**config.mk**
```make
export PLATFORM = sky130hd
export DESIGN_NAME = mips_integer_execute_unit_flat
export DESIGN_NICKNAME = d
export VERILOG_FILES = /design/src/design/miu_pkg.sv /design/src/design/miu_if.sv /design/src/design/mips_integer_execute_unit.sv /design/src/design/miu_datapath.sv /design/src/design/miu_ctrl.sv /design/src/flat_wrapper.sv
export SDC_FILE = /design/constraint.sdc
export NUM_CORES = 2
export LEC_CHECK = 0
export ABC_AREA = 1
export BUFFER_PORTS_ARGS = -buffer_cell sky130_fd_sc_hd__buf_4
export CAP_MARGIN = 10
export CORE_MARGIN = 8
export CORE_UTILIZATION = 25
export DETAILED_ROUTE_END_ITERATION = 7
export HOLD_SLACK_MARGIN = 0.03
export SLEW_MARGIN = 20
export SYNTH_ARGS = -nofsm -noshare
export SYNTH_HDL_FRONTEND = slang
export SYNTH_SLANG_ARGS = --single-unit
```
**constraint.sdc**
```tcl
create_clock -name i_clk -period 11.6 [get_ports i_clk]
set_input_delay 2.32 -clock i_clk [delete_from_list [all_inputs] [get_ports i_clk]]
set_output_delay 2.32 -clock i_clk [all_outputs]
set_load 0.05 [all_outputs]
```
**src/design/miu_pkg.sv**
```systemverilog
// ----------------------------------------------------------------------------
// miu_pkg: shared types and constants for the integer execute unit
// Operation codes, status codes and controller/datapath command types.
// ----------------------------------------------------------------------------
package miu_pkg;

    localparam int unsigned DataW   = 32;
    localparam int unsigned CmdW    = 6;
    localparam int unsigned ImmW    = 16;
    localparam int unsigned ShW     = 5;
    localparam int unsigned StW     = 2;
    localparam int unsigned CntW    = 6;

    typedef enum logic [CmdW-1:0] {
        OP_ADD = 6'd0, OP_ADDU = 6'd1, OP_ADDI = 6'd2, OP_ADDIU = 6'd3,
        OP_SUB = 6'd4, OP_SUBU = 6'd5, OP_AND = 6'd6, OP_ANDI = 6'd7,
        OP_OR = 6'd8, OP_ORI = 6'd9, OP_XOR = 6'd10, OP_XORI = 6'd11,
        OP_NOR = 6'd12, OP_LUI = 6'd13, OP_SLL = 6'd14, OP_SRL = 6'd15,
        OP_SRA = 6'd16, OP_SLLV = 6'd17, OP_SRLV = 6'd18, OP_SRAV = 6'd19,
        OP_SLT = 6'd20, OP_SLTU = 6'd21, OP_SLTI = 6'd22, OP_SLTIU = 6'd23,
        OP_MULT = 6'd24, OP_MULTU = 6'd25, OP_DIV = 6'd26, OP_DIVU = 6'd27,
        OP_MFHI = 6'd28, OP_MFLO = 6'd29, OP_MTHI = 6'd30, OP_MTLO = 6'd31,
        OP_TEQ = 6'd32, OP_TNE = 6'd33, OP_TGE = 6'd34, OP_TGEU = 6'd35,
        OP_TLT = 6'd36, OP_TLTU = 6'd37, OP_TEQI = 6'd38, OP_TNEI = 6'd39,
        OP_TGEI = 6'd40, OP_TGEIU = 6'd41, OP_TLTI = 6'd42, OP_TLTIU = 6'd43
    } t_op;

    localparam logic [StW-1:0] ST_OK   = 2'd0;
    localparam logic [StW-1:0] ST_OVF  = 2'd1;
    localparam logic [StW-1:0] ST_DIVE = 2'd2;
    localparam logic [StW-1:0] ST_TRAP = 2'd3;

    // controller -> datapath
    typedef struct packed {
        logic load;      // capture the input beat and form the direct result
        logic mul_step;  // one 16x32 partial product
        logic div_step;  // one restoring division bit
        logic finish;    // write HI/LO from the long operation unless a divide error was flagged
    } t_dp_cmd;

    // datapath -> controller
    typedef struct packed {
        logic is_mul;
        logic is_div;
    } t_dp_stat;

endpackage

```
**src/design/miu_if.sv**
```systemverilog
// ----------------------------------------------------------------------------
// miu_in_if / miu_out_if: valid/ready channels of the execute unit
// Input carries one instruction, output carries one result beat.
// ----------------------------------------------------------------------------
interface miu_in_if;
    import miu_pkg::*;
    logic                      valid;
    logic                      ready;
    logic [CmdW-1:0]           cmd;
    logic signed [DataW-1:0]   a_value;
    logic signed [DataW-1:0]   b_value;
    logic signed [ImmW-1:0]    imm;
    logic [ShW-1:0]            shamt;
    modport source (output valid, cmd, a_value, b_value, imm, shamt, input ready);
    modport sink   (input valid, cmd, a_value, b_value, imm, shamt, output ready);
endinterface

interface miu_out_if;
    import miu_pkg::*;
    logic                      valid;
    logic                      ready;
    logic signed [DataW-1:0]   result;
    logic                      write_result;
    logic [StW-1:0]            status;
    modport source (output valid, result, write_result, status, input ready);
    modport sink   (input valid, result, write_result, status, output ready);
endinterface

```
**src/design/mips_integer_execute_unit.sv**
```systemverilog
// ----------------------------------------------------------------------------
// mips_integer_execute_unit: MIPS32 integer execute unit with HI/LO
// One instruction beat in, one result beat out.
// ----------------------------------------------------------------------------
// Usage:
//   in_ch  carries cmd, a_value (rs), b_value (rt), imm and shamt. A beat is
//          taken when valid and ready are high at a rising edge.
//   out_ch carries result, write_result and status, one beat per input beat.
// Sequence: ALU, shift, compare, trap and HI/LO move ops present their registered
//   result in the cycle after acceptance. MULT/MULTU run two 16x32 partial
//   products on one multiplier, then the HI/LO write; DIV/DIVU produce one
//   restoring quotient bit per cycle, then the sign fix-up and HI/LO write.
// Throughput: one item per cycle for ALU, shift, compare, trap and HI/LO move ops
//   while out_ch drains; a new beat is accepted in the same cycle the held result is taken.
// Stall: a held result beat stays stable on out_ch until ready is high; in_ch
//   is not ready meanwhile.
// Reset: i_rst_n low (synchronous) clears HI, LO and the sequencer; no
//   result beat is pending afterwards.
// ----------------------------------------------------------------------------
module mips_integer_execute_unit
    import miu_pkg::*;
(
    input  logic      i_clk,
    input  logic      i_rst_n,
    miu_in_if.sink    in_ch,
    miu_out_if.source out_ch
);

    t_dp_cmd  dp_cmd;
    t_dp_stat dp_stat;

    // sequencer: owns the handshake and the step count
    miu_ctrl u_ctrl (
        .i_clk       (i_clk),
        .i_rst_n     (i_rst_n),
        .i_in_valid  (in_ch.valid),
        .o_in_ready  (in_ch.ready),
        .o_out_valid (out_ch.valid),
        .i_out_ready (out_ch.ready),
        .i_stat      (dp_stat),
        .o_cmd       (dp_cmd)
    );

    // datapath: operands, ALU, HI/LO and the shared multiply/divide unit
    miu_datapath u_dp (
        .i_clk    (i_clk),
        .i_rst_n  (i_rst_n),
        .i_cmd    (dp_cmd),
        .i_op     (in_ch.cmd),
        .i_a      (in_ch.a_value),
        .i_b      (in_ch.b_value),
        .i_imm    (in_ch.imm),
        .i_shamt  (in_ch.shamt),
        .o_stat   (dp_stat),
        .o_result (out_ch.result),
        .o_write  (out_ch.write_result),
        .o_status (out_ch.status)
    );

endmodule

```
**src/design/miu_datapath.sv**
```systemverilog
// ----------------------------------------------------------------------------
// miu_datapath: operand registers, ALU, HI/LO, shared multiply/divide unit
// Multiply runs two 16x32 partial products; divide is restoring, 1 bit/cycle.
// ----------------------------------------------------------------------------
module miu_datapath
    import miu_pkg::*;
(
    input  logic                  i_clk,
    input  logic                  i_rst_n,
    input  t_dp_cmd               i_cmd,
    input  logic [CmdW-1:0]       i_op,
    input  logic [DataW-1:0]      i_a,
    input  logic [DataW-1:0]      i_b,
    input  logic [ImmW-1:0]       i_imm,
    input  logic [ShW-1:0]        i_shamt,
    output t_dp_stat              o_stat,
    output logic [DataW-1:0]      o_result,
    output logic                  o_write,
    output logic [StW-1:0]        o_status
);

    logic [DataW-1:0]   r_hi, r_lo, n_hi, n_lo;
    logic [DataW-1:0]   r_res, n_res;
    logic               r_wr, n_wr;
    logic [StW-1:0]     r_st, n_st;
    // long operation state
    logic [CmdW-1:0]    r_op;
    logic               r_neg_q, r_neg_r, r_err;
    logic [DataW-1:0]   r_div;           // divisor magnitude / multiplicand
    logic [DataW-1:0]   r_quo;           // dividend shifting into quotient
    logic [DataW:0]     r_rem;           // partial remainder
    logic [2*DataW-1:0] r_acc;           // product accumulator
    logic               r_half;          // which 16-bit half of multiplier

    logic [DataW-1:0]   simm, zimm, sh_in;
    logic [ShW-1:0]     sh;
    logic [DataW:0]     sum;
    logic               slt_ab, sltu_ab, slt_ai, sltu_ai, trap;
    logic               div_err;
    logic [DataW-1:0]   a_mag, b_mag;
    logic [DataW:0]     rem_sh, rem_sub;
    logic [2*DataW-1:0] pp, prod, q_fix, r_fix;
    logic [ImmW:0]      mpart;

    always_comb begin
        simm    = {{(DataW-ImmW){i_imm[ImmW-1]}}, i_imm};
        zimm    = {{(DataW-ImmW){1'b0}}, i_imm};
        slt_ab  = $signed(i_a) < $signed(i_b);
        sltu_ab = i_a < i_b;
        slt_ai  = $signed(i_a) < $signed(simm);
        sltu_ai = i_a < simm;
        sh_in   = i_b;
        sh      = (i_op == OP_SLL || i_op == OP_SRL || i_op == OP_SRA) ? i_shamt
                                                                      : i_a[ShW-1:0];
        a_mag   = (i_a[DataW-1] && i_op == OP_DIV) ? (~i_a + 1'b1) : i_a;
        b_mag   = (i_b[DataW-1] && i_op == OP_DIV) ? (~i_b + 1'b1) : i_b;
        // zero divisor, or the one signed quotient that does not fit
        div_err = (i_b == '0) ||
                  (i_op == OP_DIV && i_a == {1'b1, {(DataW-1){1'b0}}} && i_b == '1);
        o_stat.is_mul = (i_op == OP_MULT || i_op == OP_MULTU);
        o_stat.is_div = (i_op == OP_DIV || i_op == OP_DIVU);
    end

    // result of the direct ops, captured at load
    always_comb begin
        n_res = '0;
        n_wr  = 1'b1;
        n_st  = ST_OK;
        trap  = 1'b0;
        sum   = '0;
        unique case (i_op)
            OP_ADD, OP_ADDI, OP_SUB: begin
                if (i_op == OP_SUB) sum = {i_a[DataW-1], i_a} - {i_b[DataW-1], i_b};
                else if (i_op == OP_ADD) sum = {i_a[DataW-1], i_a} + {i_b[DataW-1], i_b};
                else sum = {i_a[DataW-1], i_a} + {simm[DataW-1], simm};
                if (sum[DataW] != sum[DataW-1]) begin
                    n_st = ST_OVF;
                    n_wr = 1'b0;
                end else begin
                    n_res = sum[DataW-1:0];
                end
            end
            OP_ADDU:  n_res = i_a + i_b;
            OP_ADDIU: n_res = i_a + simm;
            OP_SUBU:  n_res = i_a - i_b;
            OP_AND:   n_res = i_a & i_b;
            OP_ANDI:  n_res = i_a & zimm;
            OP_OR:    n_res = i_a | i_b;
            OP_ORI:   n_res = i_a | zimm;
            OP_XOR:   n_res = i_a ^ i_b;
            OP_XORI:  n_res = i_a ^ zimm;
            OP_NOR:   n_res = ~(i_a | i_b);
            OP_LUI:   n_res = {i_imm, {ImmW{1'b0}}};
            OP_SLL, OP_SLLV: n_res = sh_in << sh;
            OP_SRL, OP_SRLV: n_res = sh_in >> sh;
            OP_SRA, OP_SRAV: n_res = DataW'($signed(sh_in) >>> sh);
            OP_SLT:   n_res = {{(DataW-1){1'b0}}, slt_ab};
            OP_SLTU:  n_res = {{(DataW-1){1'b0}}, sltu_ab};
            OP_SLTI:  n_res = {{(DataW-1){1'b0}}, slt_ai};
            OP_SLTIU: n_res = {{(DataW-1){1'b0}}, sltu_ai};
            OP_MFHI:  n_res = r_hi;
            OP_MFLO:  n_res = r_lo;
            OP_MULT, OP_MULTU, OP_MTHI, OP_MTLO: n_wr = 1'b0;
            OP_DIV, OP_DIVU: begin
                n_wr = 1'b0;
                if (div_err) n_st = ST_DIVE;
            end
            OP_TEQ:   begin n_wr = 1'b0; trap = (i_a == i_b);  end
            OP_TNE:   begin n_wr = 1'b0; trap = (i_a != i_b);  end
            OP_TGE:   begin n_wr = 1'b0; trap = !slt_ab;       end
            OP_TGEU:  begin n_wr = 1'b0; trap = !sltu_ab;      end
            OP_TLT:   begin n_wr = 1'b0; trap = slt_ab;        end
            OP_TLTU:  begin n_wr = 1'b0; trap = sltu_ab;       end
            OP_TEQI:  begin n_wr = 1'b0; trap = (i_a == simm); end
            OP_TNEI:  begin n_wr = 1'b0; trap = (i_a != simm); end
            OP_TGEI:  begin n_wr = 1'b0; trap = !slt_ai;       end
            OP_TGEIU: begin n_wr = 1'b0; trap = !sltu_ai;      end
            OP_TLTI:  begin n_wr = 1'b0; trap = slt_ai;        end
            OP_TLTIU: begin n_wr = 1'b0; trap = sltu_ai;       end
            default:  n_wr = 1'b0;
        endcase
        if (trap) n_st = ST_TRAP;
    end

    // shared long-operation arithmetic and HI/LO update
    always_comb begin
        rem_sh  = {r_rem[DataW-1:0], r_quo[DataW-1]};
        rem_sub = rem_sh - {1'b0, r_div};
        // multiplier half, sign-extended for MULT high half
        mpart   = r_half ? {(r_op == OP_MULT) & r_rem[DataW-1], r_rem[DataW-1:ImmW]}
                         : {1'b0, r_rem[ImmW-1:0]};
        pp      = 64'($signed({(r_op == OP_MULT) & r_div[DataW-1], r_div})
                      * $signed(mpart));
        prod    = r_acc;
        q_fix   = r_neg_q ? (~{32'd0, r_quo} + 1'b1) : {32'd0, r_quo};
        r_fix   = r_neg_r ? (~{32'd0, r_rem[DataW-1:0]} + 1'b1)
                          : {32'd0, r_rem[DataW-1:0]};
        n_hi = r_hi;
        n_lo = r_lo;
        if (i_cmd.load && i_op == OP_MTHI) n_hi = i_a;
        if (i_cmd.load && i_op == OP_MTLO) n_lo = i_a;
        if (i_cmd.finish && !r_err) begin
            if (r_op == OP_MULT || r_op == OP_MULTU) begin
                n_hi = prod[2*DataW-1:DataW];
                n_lo = prod[DataW-1:0];
            end else begin
                n_hi = r_fix[DataW-1:0];
                n_lo = q_fix[DataW-1:0];
            end
        end
    end

    always_ff @(posedge i_clk) begin
        if (!i_rst_n) begin
            r_hi <= '0;
            r_lo <= '0;
        end else begin
            r_hi <= n_hi;
            r_lo <= n_lo;
        end
    end

    always_ff @(posedge i_clk) begin
        if (i_cmd.load) begin
            r_res  <= n_res;
            r_wr   <= n_wr;
            r_st   <= n_st;
            r_op   <= i_op;
            r_half <= 1'b0;
            r_acc  <= '0;
            if (o_stat.is_mul) begin
                r_div <= i_a;
                r_rem <= {1'b0, i_b};
                r_neg_q <= 1'b0;
                r_neg_r <= 1'b0;
                r_err <= 1'b0;
            end else begin
                r_div   <= b_mag;
                r_quo   <= a_mag;
                r_rem   <= '0;
                r_neg_q <= (i_op == OP_DIV) && (i_a[DataW-1] ^ i_b[DataW-1]);
                r_neg_r <= (i_op == OP_DIV) && i_a[DataW-1];
                r_err   <= div_err;
            end
        end else if (i_cmd.mul_step) begin
            r_acc  <= r_half ? (r_acc + (pp << ImmW)) : (r_acc + pp);
            r_half <= 1'b1;
        end else if (i_cmd.div_step) begin
            if (!rem_sub[DataW]) begin
                r_rem <= rem_sub;
                r_quo <= {r_quo[DataW-2:0], 1'b1};
            end else begin
                r_rem <= rem_sh;
                r_quo <= {r_quo[DataW-2:0], 1'b0};
            end
        end
    end

    assign o_result = r_res;
    assign o_write  = r_wr;
    assign o_status = r_st;

endmodule

```
**src/design/miu_ctrl.sv**
```systemverilog
// ----------------------------------------------------------------------------
// miu_ctrl: sequencer for the execute unit
// Accepts a beat, runs multiply/divide steps, then holds the result beat.
// ----------------------------------------------------------------------------
module miu_ctrl
    import miu_pkg::*;
(
    input  logic     i_clk,
    input  logic     i_rst_n,
    input  logic     i_in_valid,
    output logic     o_in_ready,
    output logic     o_out_valid,
    input  logic     i_out_ready,
    input  t_dp_stat i_stat,
    output t_dp_cmd  o_cmd
);

    typedef enum logic [4:0] {
        S_IDLE = 5'b00001,
        S_MUL  = 5'b00010,
        S_DIV  = 5'b00100,
        S_FIN  = 5'b01000,
        S_OUT  = 5'b10000
    } t_state;

    t_state          r_state, n_state;
    logic [CntW-1:0] r_cnt, n_cnt;
    logic            acc;

    always_comb begin
        o_in_ready  = (r_state == S_IDLE) || (r_state == S_OUT && i_out_ready);
        o_out_valid = (r_state == S_OUT);
        acc         = i_in_valid && o_in_ready;
        o_cmd       = '0;
        o_cmd.load  = acc;
        n_state     = r_state;
        n_cnt       = r_cnt;
        unique case (r_state)
            S_IDLE, S_OUT: begin
                if (r_state == S_OUT && i_out_ready) n_state = S_IDLE;
                if (acc) begin
                    n_cnt = '0;
                    if (i_stat.is_mul)      n_state = S_MUL;
                    else if (i_stat.is_div) n_state = S_DIV;
                    else                    n_state = S_OUT;
                end
            end
            S_MUL: begin
                o_cmd.mul_step = 1'b1;
                n_cnt = r_cnt + 1'b1;
                if (r_cnt[0]) n_state = S_FIN;
            end
            S_DIV: begin
                o_cmd.div_step = 1'b1;
                n_cnt = r_cnt + 1'b1;
                if (r_cnt == CntW'(DataW - 1)) n_state = S_FIN;
            end
            S_FIN: begin
                o_cmd.finish = 1'b1;
                n_state = S_OUT;
            end
            default: n_state = S_IDLE;
        endcase
    end

    always_ff @(posedge i_clk) begin
        if (!i_rst_n) begin
            r_state <= S_IDLE;
            r_cnt   <= '0;
        end else begin
            r_state <= n_state;
            r_cnt   <= n_cnt;
        end
    end

endmodule
```
**src/flat_wrapper.sv**
```systemverilog
// flat-port wrapper written by rule: the top's interface ports become plain ports
module mips_integer_execute_unit_flat import miu_pkg::*;
  (i_clk, i_rst_n, in_ch_valid, in_ch_cmd, in_ch_a_value, in_ch_b_value, in_ch_imm, in_ch_shamt, in_ch_ready, out_ch_valid, out_ch_result, out_ch_write_result, out_ch_status, out_ch_ready);
  miu_in_if in_ch_i ();
  miu_out_if out_ch_i ();
  input  logic i_clk;
  input  logic i_rst_n;
  input wire logic [$bits(in_ch_i.valid)-1:0] in_ch_valid;
  input wire logic [$bits(in_ch_i.cmd)-1:0] in_ch_cmd;
  input wire logic [$bits(in_ch_i.a_value)-1:0] in_ch_a_value;
  input wire logic [$bits(in_ch_i.b_value)-1:0] in_ch_b_value;
  input wire logic [$bits(in_ch_i.imm)-1:0] in_ch_imm;
  input wire logic [$bits(in_ch_i.shamt)-1:0] in_ch_shamt;
  output wire logic [$bits(in_ch_i.ready)-1:0] in_ch_ready;
  output wire logic [$bits(out_ch_i.valid)-1:0] out_ch_valid;
  output wire logic [$bits(out_ch_i.result)-1:0] out_ch_result;
  output wire logic [$bits(out_ch_i.write_result)-1:0] out_ch_write_result;
  output wire logic [$bits(out_ch_i.status)-1:0] out_ch_status;
  input wire logic [$bits(out_ch_i.ready)-1:0] out_ch_ready;
  assign in_ch_i.valid = in_ch_valid;
  assign in_ch_i.cmd = in_ch_cmd;
  assign in_ch_i.a_value = in_ch_a_value;
  assign in_ch_i.b_value = in_ch_b_value;
  assign in_ch_i.imm = in_ch_imm;
  assign in_ch_i.shamt = in_ch_shamt;
  assign in_ch_ready = in_ch_i.ready;
  assign out_ch_valid = out_ch_i.valid;
  assign out_ch_result = out_ch_i.result;
  assign out_ch_write_result = out_ch_i.write_result;
  assign out_ch_status = out_ch_i.status;
  assign out_ch_i.ready = out_ch_ready;
  mips_integer_execute_unit u_core (.i_clk(i_clk), .i_rst_n(i_rst_n), .in_ch(in_ch_i), .out_ch(out_ch_i));
endmodule
```
==> flow_metrics.tcl <==
set metrics [dict create \
    finalNetCount 10200 \
    critical_path.reg2reg.endpoint "u_core.u_dp.prod[37]" \
    grt_setup_unrepaired "no" \
    drtPass1Iterations 8 \
    wl_per_cell_um 25.1 \
    finalCriticalPeriod_ps 10850 \
    path_common_cell "sky130_fd_sc_hd__nand2_1" \
    worst_clk_skew_ps 65.8 \
    multiInputGateArea_mm2 0.0461 \
    clk_pin_slew_ps 70 \
    grt_pass1_wl_mm 437 \
    r2r_slack_ps 750 \
    clock_tree_from_tritoncts "done" \
    clockRootBuffer "sky130_fd_sc_hd__clkbuf_16" \
    worst_ep_required_time_ps 12150 \
    post-route-worst-setup-slack_ps 754 \
    start_kind "register" \
    antenna_violating_nets_post_route 0 \
    timing.critical_path.depth 39 \
    finalSetupViolCount 0 \
    min_period_over_period 0.935 \
    n_fill_cell 26900 \
    dpl_worst_slack_ps 768 \
    critPathCaptureType "register" \
    number_of_global_route_vias_before_repair 61900 \
    crit_path_end "u_core.u_dp.prod[37]" \
    core_area_mm2 0.237 \
    finalMaxSlewViolations 0 \
    yosys.area.top_type_share 0.183 \
    avgSynthCellArea_um2 6.54 \
    grt_max_degree 93 \
    dp_hpwl_mm 249 \
    numCtsBuffers 37 \
    grt_use_total 0.230 \
    failed_checks "DRC" \
    worstSetupStartpoint "u_core.u_dp.r_half" \
    cts_setup_buffers 0 \
    drive_above_1_share 0.0447 \
    critical_path.n_buffers_inverters 9 \
    ctsLongestPathBuffers 3 \
    drt_first_iter_violations 8661 \
    routed-via-count 65900 \
    finalHoldViolCount 0 \
    fin_tns_setup_ps 0 \
    syn-cell-area_mm2 0.0595 \
    antenna_found_initial 25 \
    floorplan.die.width_um 504 \
    critPathTopFamily "adder cells" \
    port_buffer_count 131 \
    synthToLayoutAreaGrowth_pct 9.77 \
    grt_overflow_total 0 \
    synthesis.instances 9104 \
    holdWs_ps 495 \
    synth_net_count 10200 \
    number_of_h_tree_levels 2 \
    crit_fanout 25 \
    path_class "reg -> reg" \
    synth_flop_cell "sky130_fd_sc_hd__edfxtp_1" \
    layout_commonest_cell "sky130_fd_sc_hd__nand2_1" \
    die_height_um 504 \
    ys_seq_elements 280 \
    run_status "finished, violations left" \
    maximum_clock_frequency_ghz 0.0922 \
    place.gp.congestion 1.07 \
    count_of_pins_on_the_block_boundary 132 \
    synthDominantAreaCellType "sky130_fd_sc_hd__fa_1" \
    hold_path.class "reg -> reg" \
    r2r_start "u_core.u_dp.r_half" \
    clkLatencyLatePin_ps 670 \
    route.final.wire_length_mm 308 \
    tritoncts_num_sinks 280 \
    vias_per_cell 5.36 \
    async_flop_share 0 \
    max-slew-margin-rel 0.136 \
    worst_hold_path.num_cells 2 \
    die_area_mm2 0.254 \
    depth_of_the_worst_register_to_register_path 39 \
    synth_warnings 0 \
    slowest_cell_on_the_critical_path "sky130_fd_sc_hd__inv_1" \
    synth-seq-area-share 0.118 \
    synth.top_cells.by_area "sky130_fd_sc_hd__fa_1 (18%), sky130_fd_sc_hd__nand2_1 (12%), sky130_fd_sc_hd__ha_1 (10%)" \
    floorplan.initialDensity 0.251 \
    tightestPinTransition_ps 1290 \
    critical_path_arrival_ps 11390 \
    drc_errors 5 \
    critPathMaxStageDelay_ps 790 \
    synth-edff-count 140 \
    timing.max_cap.violations 0 \
    regArea_mm2 0.00701 \
    ys_types 66 \
    std_cell_rows 179 \
    mostFrequentLayoutCells "sky130_fd_sc_hd__nand2_1 (1969), sky130_fd_sc_hd__inv_1 (1331), sky130_fd_sc_hd__nor2_1 (1108)" \
]
-- synthesized netlist by cell type (6+ instances only) --
library cell                count
sky130_fd_sc_hd__clkinv_1      39
sky130_fd_sc_hd__nand3_1      631
sky130_fd_sc_hd__fa_1         543
sky130_fd_sc_hd__or2_2         23
sky130_fd_sc_hd__nand2_1     1971
sky130_fd_sc_hd__o21bai_1      43
sky130_fd_sc_hd__a21o_1        46
sky130_fd_sc_hd__nor2_1      1113
sky130_fd_sc_hd__dfxtp_1      140
sky130_fd_sc_hd__inv_1       1337
sky130_fd_sc_hd__buf_4         12
sky130_fd_sc_hd__clkbuf_1     238
sky130_fd_sc_hd__a31oi_1       91
sky130_fd_sc_hd__o22ai_1       12
sky130_fd_sc_hd__o21ai_1       51
sky130_fd_sc_hd__a22oi_1        9
sky130_fd_sc_hd__a221oi_1      28
sky130_fd_sc_hd__a22o_1        10
sky130_fd_sc_hd__o31ai_1        6
sky130_fd_sc_hd__a21oi_1      604
sky130_fd_sc_hd__buf_6          7
sky130_fd_sc_hd__ha_1         490
sky130_fd_sc_hd__nand3b_1      25
sky130_fd_sc_hd__a211oi_1      14
sky130_fd_sc_hd__xor2_1       163
sky130_fd_sc_hd__nor4_1        33
sky130_fd_sc_hd__inv_2         17
sky130_fd_sc_hd__nor2_2        11
sky130_fd_sc_hd__o21ai_0      719
sky130_fd_sc_hd__o221ai_1      37
sky130_fd_sc_hd__o21a_1        21
sky130_fd_sc_hd__nand4_1      108
sky130_fd_sc_hd__xnor2_1       65
sky130_fd_sc_hd__a21boi_0      10
sky130_fd_sc_hd__edfxtp_1     140
sky130_fd_sc_hd__o21ai_2       11
sky130_fd_sc_hd__buf_1         23
sky130_fd_sc_hd__nor3_1       104
sky130_fd_sc_hd__buf_2         30
sky130_fd_sc_hd__and3_1         7
sky130_fd_sc_hd__o211ai_1      55
sky130_fd_sc_hd__o2111ai_1      9
sky130_fd_sc_hd__nand2_2       11
-- layout make-up --
type / count / area share
Clock inverter: 25 / 0.00398
Timing Repair Buffer: 236 / 0.0271
Antenna cell: 17 / 0.000651
Clock buffer: 43 / 0.0148
Inverter: 1393 / 0.0801
Multi-Input combinational cell: 7121 / 0.705
Sequential cell: 280 / 0.107
Tap cell: 3167 / 0.0606
-- metrics by stage --
stage / area (um^2) / util / std cells
after floorplan: 59500 / - / 9104
after global placement: 64000 / 0.270 / 12200
after detailed placement: 64000 / 0.270 / 12200
after CTS: 65300 / 0.275 / 12300
after global routing: 65300 / 0.275 / 12300
final: 65300 / 0.275 / 12300
-- cells by family after synthesis --
logic type | after synthesis | share of synthesized area
AND/OR/NAND/NOR | 4057 | 0.283
AO/OA/AOI/OAI | 1803 | 0.170
buffers and inverters | 1703 | 0.110
adder cells (fa/ha/maj) | 1033 | 0.286
flip-flops | 280 | 0.118
XOR/XNOR | 228 | 0.0335
-- layer usage --
metal / global-route usage / up-vias / share of wire
met4: 0.130 / 8 / 0.070
met1: 0.300 / 31500 / 0.40
met3: 0.0572 / 855 / 0.11
met5: 0 / - / 0.00014
li1: - / 29600 / -
met2: 0.346 / 3943 / 0.42
-- flip-flops by register name, summed over array words and instances, names as in the netlist, 2 cells and up --
register,count
u_core.u_dp.prod,64
u_core.u_dp.o_result,32
u_core.u_dp.r_div,32
u_core.u_dp.r_hi,32
u_core.u_dp.r_lo,32
u_core.u_dp.r_quo,32
u_core.u_dp.r_rem,32
u_core.u_ctrl.r_cnt,6
u_core.u_dp.r_op,6
u_core.u_ctrl.r_state,5
u_core.u_dp.o_status,2
-- worst min path at each step --
stage                             start                       end  slack [ps]
2_1_floorplan  u_core.u_ctrl.r_state[0]  u_core.u_ctrl.r_state[0]         450
3_3_place_gp     u_core.u_ctrl.r_cnt[1]    u_core.u_ctrl.r_cnt[1]         480
3_5_place_dp     u_core.u_ctrl.r_cnt[1]    u_core.u_ctrl.r_cnt[1]         480
4_1_cts          u_core.u_ctrl.r_cnt[1]    u_core.u_ctrl.r_cnt[1]         490
5_1_grt          u_core.u_ctrl.r_cnt[1]    u_core.u_ctrl.r_cnt[1]         530
6_report         u_core.u_ctrl.r_cnt[1]    u_core.u_ctrl.r_cnt[1]         490
-- repair_timing --
item                                    4_1_cts  5_1_grt
gates resized for setup                       0        1
hold endpoints to repair                      0        0
hold buffers                                  0        0
endpoints found under the setup margin        0        2
-- worst reg2reg max path, delay by kind of cell, from the launching register on --
family	cells	cell delay [ps]
AO/OA/AOI/OAI	7	1780
buffers and inverters	9	1820
adder cells (fa/ha/maj)	8	3770
flip-flops	1	670
XOR/XNOR	1	780
AND/OR/NAND/NOR	14	1940
Power is not shown: default switching activity piles up to over one toggle a cycle in this logic, so the estimate is an artifact.
